[src/rtl/epaper_command_ram_controller_top_defines.svh]
// Assertion macros for the display command controller.
`ifndef EPAPER_COMMAND_RAM_CONTROLLER_TOP_DEFINES_SVH
`define EPAPER_COMMAND_RAM_CONTROLLER_TOP_DEFINES_SVH

`ifndef SYNTH
`define ECRC_ASSERT(lbl, clk, rst_n, prop, msg) \
  lbl: assert property (@(posedge clk) disable iff (!rst_n) prop) else $error(msg);
`define ECRC_ASSERT_NORST(lbl, clk, prop, msg) \
  lbl: assert property (@(posedge clk) prop) else $error(msg);
`else
`define ECRC_ASSERT(lbl, clk, rst_n, prop, msg)
`define ECRC_ASSERT_NORST(lbl, clk, prop, msg)
`endif

`endif

[src/rtl/ecrc_pkg.sv]
`default_nettype none

package ecrc_pkg;

  localparam int RowBytesDefault  = 16;
  localparam int LineCountDefault = 250;
  localparam int AddrInW          = 12;
  localparam int CfgW             = 10;
  localparam int CfgIdxW          = 2;
  localparam int QueueDepth       = 2;

  localparam logic [2:0] ActCmd   = 3'd0;
  localparam logic [2:0] ActData  = 3'd1;
  localparam logic [2:0] ActFlush = 3'd2;
  localparam logic [2:0] ActTick  = 3'd3;
  localparam logic [2:0] ActRead  = 3'd4;

  localparam logic [7:0] CmdWriteBlack  = 8'h24;
  localparam logic [7:0] CmdWriteRed    = 8'h26;
  localparam logic [7:0] CmdWindowX     = 8'h44;
  localparam logic [7:0] CmdWindowY     = 8'h45;
  localparam logic [7:0] CmdColumn      = 8'h4E;
  localparam logic [7:0] CmdRow         = 8'h4F;
  localparam logic [7:0] CmdRefreshMode = 8'h22;
  localparam logic [7:0] CmdActivate    = 8'h20;
  localparam logic [7:0] CmdSoftReset   = 8'h12;
  localparam logic [7:0] ModeFull       = 8'hF7;
  localparam logic [7:0] RamFill        = 8'hFF;

  localparam logic [CfgIdxW-1:0] CfgResetBusy = 2'd0;
  localparam logic [CfgIdxW-1:0] CfgFullBusy  = 2'd1;
  localparam logic [CfgIdxW-1:0] CfgOtherBusy = 2'd2;

  localparam logic [CfgW-1:0] ResetBusyInit = 10'd50;
  localparam logic [CfgW-1:0] FullBusyInit  = 10'd100;
  localparam logic [CfgW-1:0] OtherBusyInit = 10'd50;

  typedef enum logic [2:0] {
    OpCmd,
    OpData,
    OpFlush,
    OpTick,
    OpRead,
    OpNone
  } ecrc_op_e;

  typedef struct packed {
    logic [2:0]         action;
    logic [7:0]         byte_value;
    logic [AddrInW-1:0] read_address;
    logic               read_plane;
  } ecrc_in_t;

  typedef struct packed {
    logic       busy_res;
    logic [7:0] read_data;
  } ecrc_out_t;

  typedef struct packed {
    ecrc_op_e           op;
    logic [7:0]         byte_value;
    logic [AddrInW-1:0] read_address;
    logic               read_plane;
  } ecrc_item_t;

endpackage

`default_nettype wire

[src/rtl/ecrc_front.sv]
`default_nettype none

module ecrc_front import ecrc_pkg::*; (
  input  wire logic       clk_i,
  input  wire logic       rst_ni,
  input  wire logic       in_valid_i,
  input  wire ecrc_in_t   in_data_i,
  output logic            in_stall_o,
  input  wire logic       hold_i,
  output logic            valid_o,
  output ecrc_item_t      item_o,
  input  wire logic       full_i
);

  logic       valid_q, valid_d;
  ecrc_item_t item_q, item_d;
  logic       accept;

  assign in_stall_o = hold_i || (valid_q && full_i);
  assign accept     = in_valid_i && !in_stall_o;
  assign valid_o    = valid_q;
  assign item_o     = item_q;

  always_comb begin
    item_d              = item_q;
    item_d.byte_value   = in_data_i.byte_value;
    item_d.read_address = in_data_i.read_address;
    item_d.read_plane   = in_data_i.read_plane;
    unique case (in_data_i.action)
      ActCmd:   item_d.op = OpCmd;
      ActData:  item_d.op = OpData;
      ActFlush: item_d.op = OpFlush;
      ActTick:  item_d.op = OpTick;
      ActRead:  item_d.op = OpRead;
      default:  item_d.op = OpNone;
    endcase
  end

  always_comb begin
    valid_d = valid_q;
    if (accept) begin
      valid_d = 1'b1;
    end else if (valid_q && !full_i) begin
      valid_d = 1'b0;
    end
  end

  always_ff @(posedge clk_i or negedge rst_ni) begin
    if (!rst_ni) begin
      valid_q <= 1'b0;
    end else begin
      valid_q <= valid_d;
    end
  end

  always_ff @(posedge clk_i) begin
    if (accept) begin
      item_q <= item_d;
    end
  end

endmodule

`default_nettype wire

[config.mk]
export PLATFORM = sky130hd
export DESIGN_NAME = ecrc_front
export DESIGN_NICKNAME = d
export VERILOG_FILES = /design/src/rtl/epaper_command_ram_controller_top_defines.svh /design/src/rtl/ecrc_pkg.sv /design/src/rtl/ecrc_front.sv
export SDC_FILE = /design/constraint.sdc
export NUM_CORES = 1
export LEC_CHECK = 0
export BUFFER_PORTS_ARGS = -buffer_cell sky130_fd_sc_hd__buf_2
export CORE_MARGIN = 3
export CORE_UTILIZATION = 35
export DETAILED_ROUTE_END_ITERATION = 8
export GPL_TIMING_DRIVEN = 0
export PLACE_DENSITY = 0.73
export SLEW_MARGIN = 20
export SYNTH_ARGS = -nofsm -noshare
export SYNTH_HDL_FRONTEND = slang
export SYNTH_SLANG_ARGS = --single-unit
export TNS_END_PERCENT = 10
[constraint.sdc]
create_clock -name clk_i -period 4.8 [get_ports clk_i]
set_clock_uncertainty 0.1 [all_clocks]
set_input_delay 0 -clock clk_i [delete_from_list [all_inputs] [get_ports clk_i]]
set_output_delay 0 -clock clk_i [all_outputs]
set_load 0.05 [all_outputs]
==> impl_results.md <==
* Status: complete, no violations
* Final #Nets at 151
* Critical path type: primary input to flip-flop
* Synth Flop Type: edfxtp_1
* Synth Register Bits at 25
* RSZ-0062 raised after global routing: no
* CP max-delay cell: dlygate4sd3_1
* Mapped Avg Cell Area at 24.23 um2
* Die ar. at 2894 um2
* Number of core rows at 16
* DRT iter0 DRCs at 0
* WL final at 1720 um
* Max_cap viols at 0
* Adder-cell share of the synthesized area at 0%
* Area grow syn2layout at 79.81%
* Die width at 53.80 um
* Final setup margin at around 3 ns
* Worst slew pin tran at 0.7016 ns
* Worst-path clk slew at about 0.12 ns
* Clock Path Buffers at 2
* Cells after DPL at 114
* Yosys top cell area share at 90.14%
* DR vias/cell at 3.973
* Post-synth EDFFs at 24
* Max Clk Rate at between 0.5 and 0.6 GHz
* Die Y at ~54 um
* Starting density of the core at 38.77%
* Global route overflow at 0
* CP Data Arrival Time at ~1.9 ns
* Post-route clock period utilization at between 30% and 40%
* CP max FO at 2
* Commonest cells post-synth: 24 x edfxtp_1, 2 x nand2_1
* Largest net degree at the start of global routing at 25
* Minimum clock period after layout at 1.821 ns
* CTS tree: built
* Buf+Inv Stages, Crit Path at 4
* Number of diodes at 0
* Worst EP required at between 4 and 5 ns
* Share of layout cells above drive strength 1 at about half
* Post-synthesis mux area share at 0%
* Initial antenna violation count at 0
* P per Cell Area at 292.6 nW/um2
* Share of synthesized flip-flops with an asynchronous set or reset at 4.000%
* GRT Resource Usage Total at 11.53%
* # resized after CTS at 0
* Final setup fails at 0
* Synthesized instance count at 33
* Layout Cells excl Fill at 148
* Rel. slew slack at 53.12%
* Total CTS buffers at 3
* Pre-CTS setup slack at 3.307 ns
* Area leader, netlist: edfxtp_1
* Synth warnings at 0
* Syn Nets at 62
* Compound-Gate Fraction of Synth Area at 2.034%
* CTS root buf: clkbuf_4
* Critical path's top delay family: buffers and inverters
* First-pass GRT wire length at ~2300 um
* Drt drc at 0
* Max-slew violation total from the final report at 0
* Final ANT Viol Nets at 0
* H-Tree Depth at 1
* Core Util, Final at 69.72%
* Synth cell types at 9
* Clk_lat worst skew at about 0.30 ns
* Cell chain of the critical path: dlygate4sd3_1, buf_2, nand2b_4, dlygate4sd3_1, nand2_1, dlygate4sd3_1
* Port-buffer cells at 54
* Critical Path Start Type: primary input
* Setup TNS at 0 ns
* IO Pins at 55
* Top cells by area, synth: edfxtp_1 90%, dfrtp_1 3.1%, nand2b_4 1.7%, a21oi_2 1.1%, a21o_1 0.94%
* Min-Delay Path Class: primary input to flip-flop
* RePlAce Congestion at 0.5864
* Most used cell along the critical path: dlygate4sd3_1
* Core area at 2062 um2
* Placed wire-length estimate at 1129 um
* P_leak at roughly 0.62 nW
* Register area share after synthesis at just over 90%
* Synth Area in XOR/XNOR at 0%
* CTS sink count at 25
* Worst VDD drop at between 0.15 and 0.2 mV
* Count leader, synth: edfxtp_1
* Largest family of logic cells by synthesized area: simple AND/OR/NAND/NOR gates
* Vias in the first global route at 570
* Post-Synth Simple-Gate Area at under 10%
* Kind of end point of the critical path: flip-flop
* Detailed-route wire length per cell at ~12 um
* Drt pass-1 iters at 1
* Maximum single-stage delay on the critical path at 0.56 ns
* Hold Fails Final Rpt at 0
* Synthesized area at approximately 800 um2
* Via count at slightly below 600
-- through the flow --
stage,hold WS (ns),total power [mW],cell area [um2]
6_report,0.08835,0.4206,1438
5_1_grt,0.09095,0.4405,1438
4_1_cts,0.09413,0.4239,1438
3_5_place_dp,-0.3207,0.3211,1111
3_3_place_gp,-0.3245,0.3190,1104
2_1_floorplan,-0.3956,0.2989,799.5
-- worst paths after layout --
path / startpoint / to / slack, ns / cells past startpoint
max reg2reg: valid_o / item_o[7] / 3.31 / 1
min reg2reg: valid_o / item_o[14] / 0.72 / 1
max in group asynchronous: rst_ni / valid_o / 4.06 / 3
min in group asynchronous: rst_ni / valid_o / 0.44 / 3
min: full_i / item_o[14] / 0.09 / 2
max: in_valid_i / valid_o / 2.98 / 6
-- kinds of logic (layout without fill, tap and decap cells) --
logic type,after synthesis,after routing
and+or+nand+nor,5,5
DFF,25,25
buffers and inverters,1,89
AOI/OAI and AO/OA,2,2
-- area by class of cell --
cell class | count | area, um2
flip-flops and latches | 25 | 745.7
fillers | 141 | 624.3
repair buffers | 84 | 570.5
multi-input cells | 7 | 57.56
well taps | 27 | 33.78
clock buffers | 4 | 26.28
plain buffers | 1 | 3.754
-- per-layer routing --
layer  track usage, %  part of all wire, %
met1            11.43                   37
met2            22.18                   52
met3            2.770                   11
met4            5.106                    0
met5                0                    0
-- registers in the layout (all words and copies together), names as in the netlist --
name     cells
item_o      24
valid_o      1
-- report_power, final --
| group | internal [mW] | leakage (nW) | switching [mW] |
|---|---|---|---|
| Sequential | 0.250 | 0.236 | 0.00264 |
| Clock | 0.0323 | 0.0150 | 0.0528 |
| Combinational | 0.0329 | 0.367 | 0.0496 |
-- cell usage in the layout, fill, tap and decap left out --
cell type,netlist,layout
a21o_1,1,1
a21oi_4,0,1
buf_2,0,54
clkbuf_1,1,2
clkbuf_4,0,3
dfrtp_1,1,1
dlygate4sd3_1,0,30
edfxtp_1,24,24
nand2_1,2,2
nand2b_1,1,1
nand2b_4,1,1
nor2b_1,1,1
-- repair_timing --
| action | 4_1_cts | 5_1_grt |
|---|---|---|
| setup buffers | 0 | 0 |
| hold buffers | 30 | 0 |
| endpoints found under the hold margin | 26 | 0 |
No activity file was read; power rests on OpenSTA's default activity.
