[src/rtl/epaper_command_ram_controller_top_defines.svh]
// Assertion macros for the display command controller.
`ifndef EPAPER_COMMAND_RAM_CONTROLLER_TOP_DEFINES_SVH
`define EPAPER_COMMAND_RAM_CONTROLLER_TOP_DEFINES_SVH

`ifndef SYNTH
`define ECRC_ASSERT(lbl, clk, rst_n, prop, msg) \
  lbl: assert property (@(posedge clk) disable iff (!rst_n) prop) else $error(msg);
`define ECRC_ASSERT_NORST(lbl, clk, prop, msg) \
  lbl: assert property (@(posedge clk) prop) else $error(msg);
`else
`define ECRC_ASSERT(lbl, clk, rst_n, prop, msg)
`define ECRC_ASSERT_NORST(lbl, clk, prop, msg)
`endif

`endif

[src/rtl/ecrc_pkg.sv]
`default_nettype none

package ecrc_pkg;

  localparam int RowBytesDefault  = 16;
  localparam int LineCountDefault = 250;
  localparam int AddrInW          = 12;
  localparam int CfgW             = 10;
  localparam int CfgIdxW          = 2;
  localparam int QueueDepth       = 2;

  localparam logic [2:0] ActCmd   = 3'd0;
  localparam logic [2:0] ActData  = 3'd1;
  localparam logic [2:0] ActFlush = 3'd2;
  localparam logic [2:0] ActTick  = 3'd3;
  localparam logic [2:0] ActRead  = 3'd4;

  localparam logic [7:0] CmdWriteBlack  = 8'h24;
  localparam logic [7:0] CmdWriteRed    = 8'h26;
  localparam logic [7:0] CmdWindowX     = 8'h44;
  localparam logic [7:0] CmdWindowY     = 8'h45;
  localparam logic [7:0] CmdColumn      = 8'h4E;
  localparam logic [7:0] CmdRow         = 8'h4F;
  localparam logic [7:0] CmdRefreshMode = 8'h22;
  localparam logic [7:0] CmdActivate    = 8'h20;
  localparam logic [7:0] CmdSoftReset   = 8'h12;
  localparam logic [7:0] ModeFull       = 8'hF7;
  localparam logic [7:0] RamFill        = 8'hFF;

  localparam logic [CfgIdxW-1:0] CfgResetBusy = 2'd0;
  localparam logic [CfgIdxW-1:0] CfgFullBusy  = 2'd1;
  localparam logic [CfgIdxW-1:0] CfgOtherBusy = 2'd2;

  localparam logic [CfgW-1:0] ResetBusyInit = 10'd50;
  localparam logic [CfgW-1:0] FullBusyInit  = 10'd100;
  localparam logic [CfgW-1:0] OtherBusyInit = 10'd50;

  typedef enum logic [2:0] {
    OpCmd,
    OpData,
    OpFlush,
    OpTick,
    OpRead,
    OpNone
  } ecrc_op_e;

  typedef struct packed {
    logic [2:0]         action;
    logic [7:0]         byte_value;
    logic [AddrInW-1:0] read_address;
    logic               read_plane;
  } ecrc_in_t;

  typedef struct packed {
    logic       busy_res;
    logic [7:0] read_data;
  } ecrc_out_t;

  typedef struct packed {
    ecrc_op_e           op;
    logic [7:0]         byte_value;
    logic [AddrInW-1:0] read_address;
    logic               read_plane;
  } ecrc_item_t;

endpackage

`default_nettype wire

[src/rtl/ecrc_queue.sv]
`default_nettype none

module ecrc_queue import ecrc_pkg::*; (
  input  wire logic       clk_i,
  input  wire logic       rst_ni,
  input  wire logic       push_i,
  input  wire ecrc_item_t item_i,
  output logic            full_o,
  output logic            valid_o,
  output ecrc_item_t      item_o,
  input  wire logic       pop_i
);

  localparam int PtrW = (QueueDepth > 1) ? $clog2(QueueDepth) : 1;
  localparam int CntW = $clog2(QueueDepth + 1);

  ecrc_item_t            slots_q [QueueDepth];
  logic [PtrW-1:0]       wr_ptr_q, wr_ptr_d, rd_ptr_q, rd_ptr_d;
  logic [CntW-1:0]       count_q, count_d;
  logic                  do_push, do_pop;

  assign full_o  = (count_q == CntW'(QueueDepth));
  assign valid_o = (count_q != '0);
  assign item_o  = slots_q[rd_ptr_q];
  assign do_push = push_i && !full_o;
  assign do_pop  = pop_i && valid_o;

  always_comb begin
    wr_ptr_d = wr_ptr_q;
    rd_ptr_d = rd_ptr_q;
    count_d  = count_q;
    if (do_push) begin
      wr_ptr_d = (wr_ptr_q == PtrW'(QueueDepth - 1)) ? '0 : PtrW'(wr_ptr_q + 1'b1);
    end
    if (do_pop) begin
      rd_ptr_d = (rd_ptr_q == PtrW'(QueueDepth - 1)) ? '0 : PtrW'(rd_ptr_q + 1'b1);
    end
    if (do_push && !do_pop) begin
      count_d = CntW'(count_q + 1'b1);
    end else if (do_pop && !do_push) begin
      count_d = CntW'(count_q - 1'b1);
    end
  end

  always_ff @(posedge clk_i or negedge rst_ni) begin
    if (!rst_ni) begin
      wr_ptr_q <= '0;
      rd_ptr_q <= '0;
      count_q  <= '0;
    end else begin
      wr_ptr_q <= wr_ptr_d;
      rd_ptr_q <= rd_ptr_d;
      count_q  <= count_d;
    end
  end

  always_ff @(posedge clk_i) begin
    if (do_push) begin
      slots_q[wr_ptr_q] <= item_i;
    end
  end

endmodule

`default_nettype wire

[config.mk]
export PLATFORM = sky130hd
export DESIGN_NAME = ecrc_queue
export DESIGN_NICKNAME = d
export VERILOG_FILES = /design/src/rtl/epaper_command_ram_controller_top_defines.svh /design/src/rtl/ecrc_pkg.sv /design/src/rtl/ecrc_queue.sv
export SDC_FILE = /design/constraint.sdc
export NUM_CORES = 1
export LEC_CHECK = 0
export BUFFER_PORTS_ARGS = -buffer_cell sky130_fd_sc_hd__buf_4
export CORE_ASPECT_RATIO = 1.25
export CORE_MARGIN = 5
export CORE_UTILIZATION = 48
export CTS_CLUSTER_SIZE = 14
export DETAILED_ROUTE_END_ITERATION = 10
export PLACE_DENSITY = 0.74
export SLEW_MARGIN = 5
export SYNTH_ARGS = -nofsm -noshare
export SYNTH_HDL_FRONTEND = slang
export SYNTH_SLANG_ARGS = --single-unit
[constraint.sdc]
create_clock -name clk_i -period 2.4 [get_ports clk_i]
set_input_delay 0.36 -clock clk_i [delete_from_list [all_inputs] [get_ports clk_i]]
set_output_delay 0.36 -clock clk_i [all_outputs]
set_load 0.01 [all_outputs]
==> run summary, run 1 <==
result of the run = completed
Max Fclk = 554.6 MHz
number of max-cap violations = 0
clock network latency to the later pin of the worst-skew pair = 0.30 ns
1st-pass router iterations = 6
count of boundary I/O pins = 54
worst relative slew slack = 71.45%
Netlist Area Pre-Place = 2034 um2
# nets final = 186
Avg WL per Cell = 15.66 um
share of cells above drive strength 1 = 58.23%
IO buf count = 53
power density of the placed cells = 1171 nW/um2
number of instances in the synthesized netlist = 94
DRC errors left = 0
register area share after synthesis = 75.77%
crit path time final = 1.803 ns
number of buffers created by CTS = 5
Final Instance Count excl. Fillers = 214
Post-Route Setup TNS = 0 ns
Clock H-tree levels = 2
largest net degree at the start of global routing = 25
Clock Skews = 0.004162 ns
Root Buffer = sky130_fd_sc_hd__clkbuf_8
count of synthesis-stage warnings from yosys = 0
via count of the first global-routing pass = 1066
max-slew violation count = 0
top library cells by usage in the layout, fill and taps aside = 58 x sky130_fd_sc_hd__buf_4, 48 x sky130_fd_sc_hd__edfxtp_1, 19 x sky130_fd_sc_hd__mux2_4
post-synthesis net count = 123
die area = 5649 um2
number of failing hold endpoints at the final stage = 0
setup-violating endpoint count in the final report = 0
detailed-route vias per instance = 4.846
most common library cell in the layout ignoring fill and taps = sky130_fd_sc_hd__buf_4
Detailed Route WL = 3.351 mm
CTS tree = done
number of clock sinks seen by CTS = 52
worst vdd ir = 0.7351 mV
initial DRC count = 40
number of resized instances in the post-cts repair step = 0
period utilisation layout = 75.13%
CP Class = reg -> out
worst-path fanout max = 16
cell count after placement = 205
global-route wire length before repair = 4.988 mm
clock transition time at the flip-flop clock pins of the worst setup and hold paths = 0.09 ns
final antenna diode count = 0
P&R area growth vs syn = 28.41%
maximum number of buffers from clock root to sink = 2
leakage = 1.065 nW
antenna violations before repair = 0
crit path DAT = 1.44 ns
routed via count = 1037
total global routing track utilization = 12.77%
starting density of the core = 49.63%
r2r setup slk = 0.76 ns
RSZ-0062 raised after global routing = no
transition time at the pin with the least slew margin = 0.4278 ns
width of the die = 68.23 um
GRT Residual Overflow = 0
number of routed nets with antenna violations = 0
path category of the worst min-delay check = in -> reg
critical path startpoint category = register
row count = 26
GP Congestion = 0.6252
placed wire-length estimate = 2.547 mm
share of the core filled with cells in the final layout = 63.74%
Avg Inst Size Synth = 21.64 um2
required time at the endpoint of the critical path = 2.04 ns
CP endpoint kind = primary output
die height = 82.79 um
placeable core region = 4099 um2
Netlist cell types = 16
synthesized flop and latch total = 52
==> per-layer routing <==
metal	global-route usage, %	share of wire, %	up-vias
met4	8.748	2.3	0
li1	-	-	479
met1	13.01	35	504
met3	2.561	5.2	13
met5	0	0	-
met2	22.95	57	41
==> path summary, 6_finish.rpt <==
check,cells past startpoint,endpoint,from
min,1,slots_q[1][21],item_i[21]
max reg2reg,4,slots_q[0][16],count_q[0]
min in group asynchronous,2,count_q[1],rst_ni
min reg2reg,1,count_q[1],count_q[1]
max,3,item_o[3],rd_ptr_q
max in group asynchronous,2,rd_ptr_q,rst_ni
==> stage by stage <==
step | cell area, um2 | total power, mW | hold slack, ns | worst slack [ns]
finish | 2613 | 3.060 | 0.2425 | 0.5969
global route | 2613 | 3.213 | 0.2297 | 0.5063
CTS | 2613 | 3.103 | 0.2328 | 0.5744
detailed placement | 2491 | 2.530 | 0.1602 | 0.7564
global placement | 2491 | 2.482 | 0.1573 | 0.8423
floorplan | 2034 | 2.110 | 0.06441 | 0.3479
==> synthesized netlist by cell type, drive strengths merged <==
master,number,area [um2]
and3,1,6.260
buf,3,51.30
dfrtp,4,100.1
edfxtp,48,1441
ha,1,12.51
inv,2,7.510
mux2,24,341.6
nand2,2,10.01
nand2b,1,6.260
nor2,2,7.510
or2,1,6.260
xnor2,3,26.28
xor2,2,17.52
==> critical path, cell delays in order (launching register included) <==
cell	delay (ns)
sky130_fd_sc_hd__dfrtp_1	0.35
sky130_fd_sc_hd__buf_4	0.27
sky130_fd_sc_hd__mux2_2	0.38
sky130_fd_sc_hd__buf_4	0.14
==> flip-flops by register name, indices dropped and copies added (netlist names) <==
register  flops
slots_q      48
wr_ptr_q      1
rd_ptr_q      1
count_q       2
==> cells by family after synthesis <==
family | Yosys count | share of synthesized area (%)
flops | 52 | 75.77
mux | 24 | 16.79
simple gates | 7 | 1.784
buf+inv | 5 | 2.891
xor+xnor | 5 | 2.153
fa+ha+maj | 1 | 0.6149
==> what timing repair did <==
item,in CTS,in global routing
hold buffers,1,0
setup buffers,0,0
endpoints found under the hold margin,4,0
==> layout make-up <==
| class | count | area, um2 |
|---|---|---|
| Sequential cell | 52 | 1541 |
| Fill cell | 320 | 1486 |
| Timing Repair Buffer | 59 | 445.4 |
| Multi-Input combinational cell | 37 | 436.7 |
| Tap cell | 56 | 70.07 |
| Clock buffer | 5 | 68.82 |
| Clock inverter | 3 | 42.54 |
| Inverter | 2 | 7.507 |
==> power by group <==
group,switching [mW],internal [mW]
logic,0.524,0.645
clock network,0.264,0.308
registers,0.0722,1.25
total,0.861,2.20
Note: power is estimated with default switching activity, not from simulation.
==> run 2: changes to the inputs <==
Clock period 2.4 ns to 1.75 ns, I/O delays scaled along.
==> run 2 against run 1 <==
  * Sequential share of layout area shrank 0.48 points
  * First-iteration DRC count is 43% lower
  * Combinational power rose by 39%
  * Clock-buffer cell count stayed put
  * Sequential cell count did not move
  * Global-route usage up 0.19 points
  * Critical path depth unchanged
  * Design area up 0.81%
  * Setup slack lost 0.53 ns
  * Via count is 2.2% lower
  * Register-to-register slack worse by 0.55 ns
  * Non-clock buffer count shrank 1
  * Critical path type unchanged
  * Largest cell class unchanged
  * Largest power group unchanged
==> run summary, run 2 (synthesis results as in run 1) <==
antenna violations before repair = 0
cell depth of the worst setup path = 3
required time at the endpoint of the critical path = 1.49 ns
endpoint of the lowest-slack register-to-register path = count_q[1]
FILL cells = 320
die area = 5649 um2
top library cells by usage in the layout, fill and taps aside = 55 x sky130_fd_sc_hd__buf_4, 48 x sky130_fd_sc_hd__edfxtp_1, 19 x sky130_fd_sc_hd__mux2_4
Setup Fix Bufs, Post-CTS = 0
worst-path fanout max = 15
worst setup margin = 0.06989 ns
largest net degree at the start of global routing = 25
number of resized instances in the post-cts repair step = 0
clock network latency to the later pin of the worst-skew pair = 0.30 ns
via count of the first global-routing pass = 1151
final antenna diode count = 0
CP Cell Sequence = buf_4, mux2_4, buf_4
crit path time final = 1.680 ns
leakage = 1.067 nW
CP Class = reg -> out
GP Congestion = 0.6738
setup-violating endpoint count in the final report = 0
Clock H-tree levels = 2
placed standard-cell area = 2509 um2
max-slew violation count = 0
top layer reached by signal wires = met4
termination of the worst setup path = item_o[19]
count of boundary I/O pins = 54
row count = 26
global-route wire length before repair = 5.223 mm
1st-pass router iterations = 3
period utilisation layout = 96.01%
placed wire-length estimate = 2.536 mm
die height = 82.79 um
Comb power frac = 38.4%
Avg WL per Cell = 16.16 um
IO buf count = 53
switching component of the power = 1.199 mW
number of failing hold endpoints at the final stage = 0
register bank with the most flops = slots_q
# nets final = 185
crit path DAT = 1.42 ns
portion of total power attributed to the clock network = 19.0%
starting density of the core = 49.63%
Sw Ratio = 28.18%
DR WL met3 = 168 um
critical path startpoint category = register
depth of the worst register-to-register path = 7
reg2reg start = count_q[0]
worst relative slew slack = 81.11%
Crit path top cell by count = sky130_fd_sc_hd__buf_4
number of clock sinks seen by CTS = 52
Bufs and invs on worst path = 2
Post-Route Setup TNS = 0 ns
Max stage delay cell, worst path = sky130_fd_sc_hd__dfrtp_1
number of routed nets with antenna violations = 0
number of max-cap violations = 0
area of the multi-input gates = 436.7 um2
transition time at the pin with the least slew margin = 0.2834 ns
Metal-1 WL = 1.177 mm
worst vdd ir = 1.165 mV
largest registers in the final layout = slots_q (48), count_q (2)
clock transition time at the flip-flop clock pins of the worst setup and hold paths = 0.09 ns
Detailed Route WL = 3.442 mm
most common library cell in the layout ignoring fill and taps = sky130_fd_sc_hd__buf_4
critical path startpoint = rd_ptr_q
GRT Residual Overflow = 0
result of the run = completed
count of hold buffers inserted by post-cts repair = 1
placeable core region = 4099 um2
maximum number of buffers from clock root to sink = 2
met2 wire length = 2.050 mm
kind of cell adding the most delay to the critical path = buffers and inverters
DRC errors left = 0
cell area after layout = 2634 um2
routed via count = 1014
number of buffers created by CTS = 5
P&R area growth vs syn = 29.46%
worst slack at placement = 0.2366 ns
CTS tree = done
share of cells above drive strength 1 = 57.96%
detailed-route vias per instance = 4.761
Clock Skews = 0.002975 ns
overall power consumption = 4.253 mW
area taken by flip-flops and latches = 1541 um2
cell-internal power = 3.055 mW
Max Fclk = 595.2 MHz
Largest register FFs = 48
CP endpoint kind = primary output
r2r setup slk = 0.21 ns
total global routing track utilization = 12.96%
launch instance of the worst min-delay path = item_i[22]
Critical Path Max Stage Delay = 0.35 ns
relative contribution of sequential cells to total power = 42.6%
Root Buffer = sky130_fd_sc_hd__clkbuf_8
initial DRC count = 23
RSZ-0062 raised after global routing = no
power density of the placed cells = 1615 nW/um2
width of the die = 68.23 um
path category of the worst min-delay check = in -> reg
[run 2: worst min path at each step]
stage / to / slack [ns] / depth (start not counted)
6_report: slots_q[0][22] / 0.14 / 1
2_1_floorplan: count_q[0] / -0.03 / 0
3_5_place_dp: count_q[1] / 0.06 / 1
3_3_place_gp: count_q[0] / 0.06 / 1
4_1_cts: slots_q[0][23] / 0.13 / 1
5_1_grt: slots_q[0][23] / 0.12 / 1
[run 2: through the flow]
stage / instances / hold WS [ns] / utilization, %
6_report: 213 / 0.1430 / 64.26
5_1_grt: 213 / 0.1230 / 64.26
4_1_cts: 213 / 0.1330 / 64.26
3_5_place_dp: 204 / 0.05993 / 61.20
3_3_place_gp: 204 / 0.05810 / 61.20
2_1_floorplan: 94 / -0.03309 / -
[run 2: cell type report]
type                    instances  share of cell area, %
repair buffers                 58                  17.58
well taps                      56                  2.660
clock inverters                 3                  1.758
flip-flops and latches         52                  58.53
clock buffers                   5                  2.613
multi-input cells              37                  16.58
inverters                       2                 0.2850
[run 2: power by group through the flow]
stage / sequential (mW) / combinational (mW) / clock [mW]
finish: 1.81 / 1.63 / 0.810
global route: 1.84 / 1.75 / 0.897
CTS: 1.81 / 1.67 / 0.833
detailed placement: 1.84 / 1.67 / 0
global placement: 1.81 / 1.63 / 0
floorplan: 1.81 / 1.09 / 0
[run 2: routing by layer]
layer	GRT usage (%)	up-vias
li1	-	479
met4	4.771	0
met5	0	-
met1	12.60	495
met2	25.75	33
met3	2.830	7
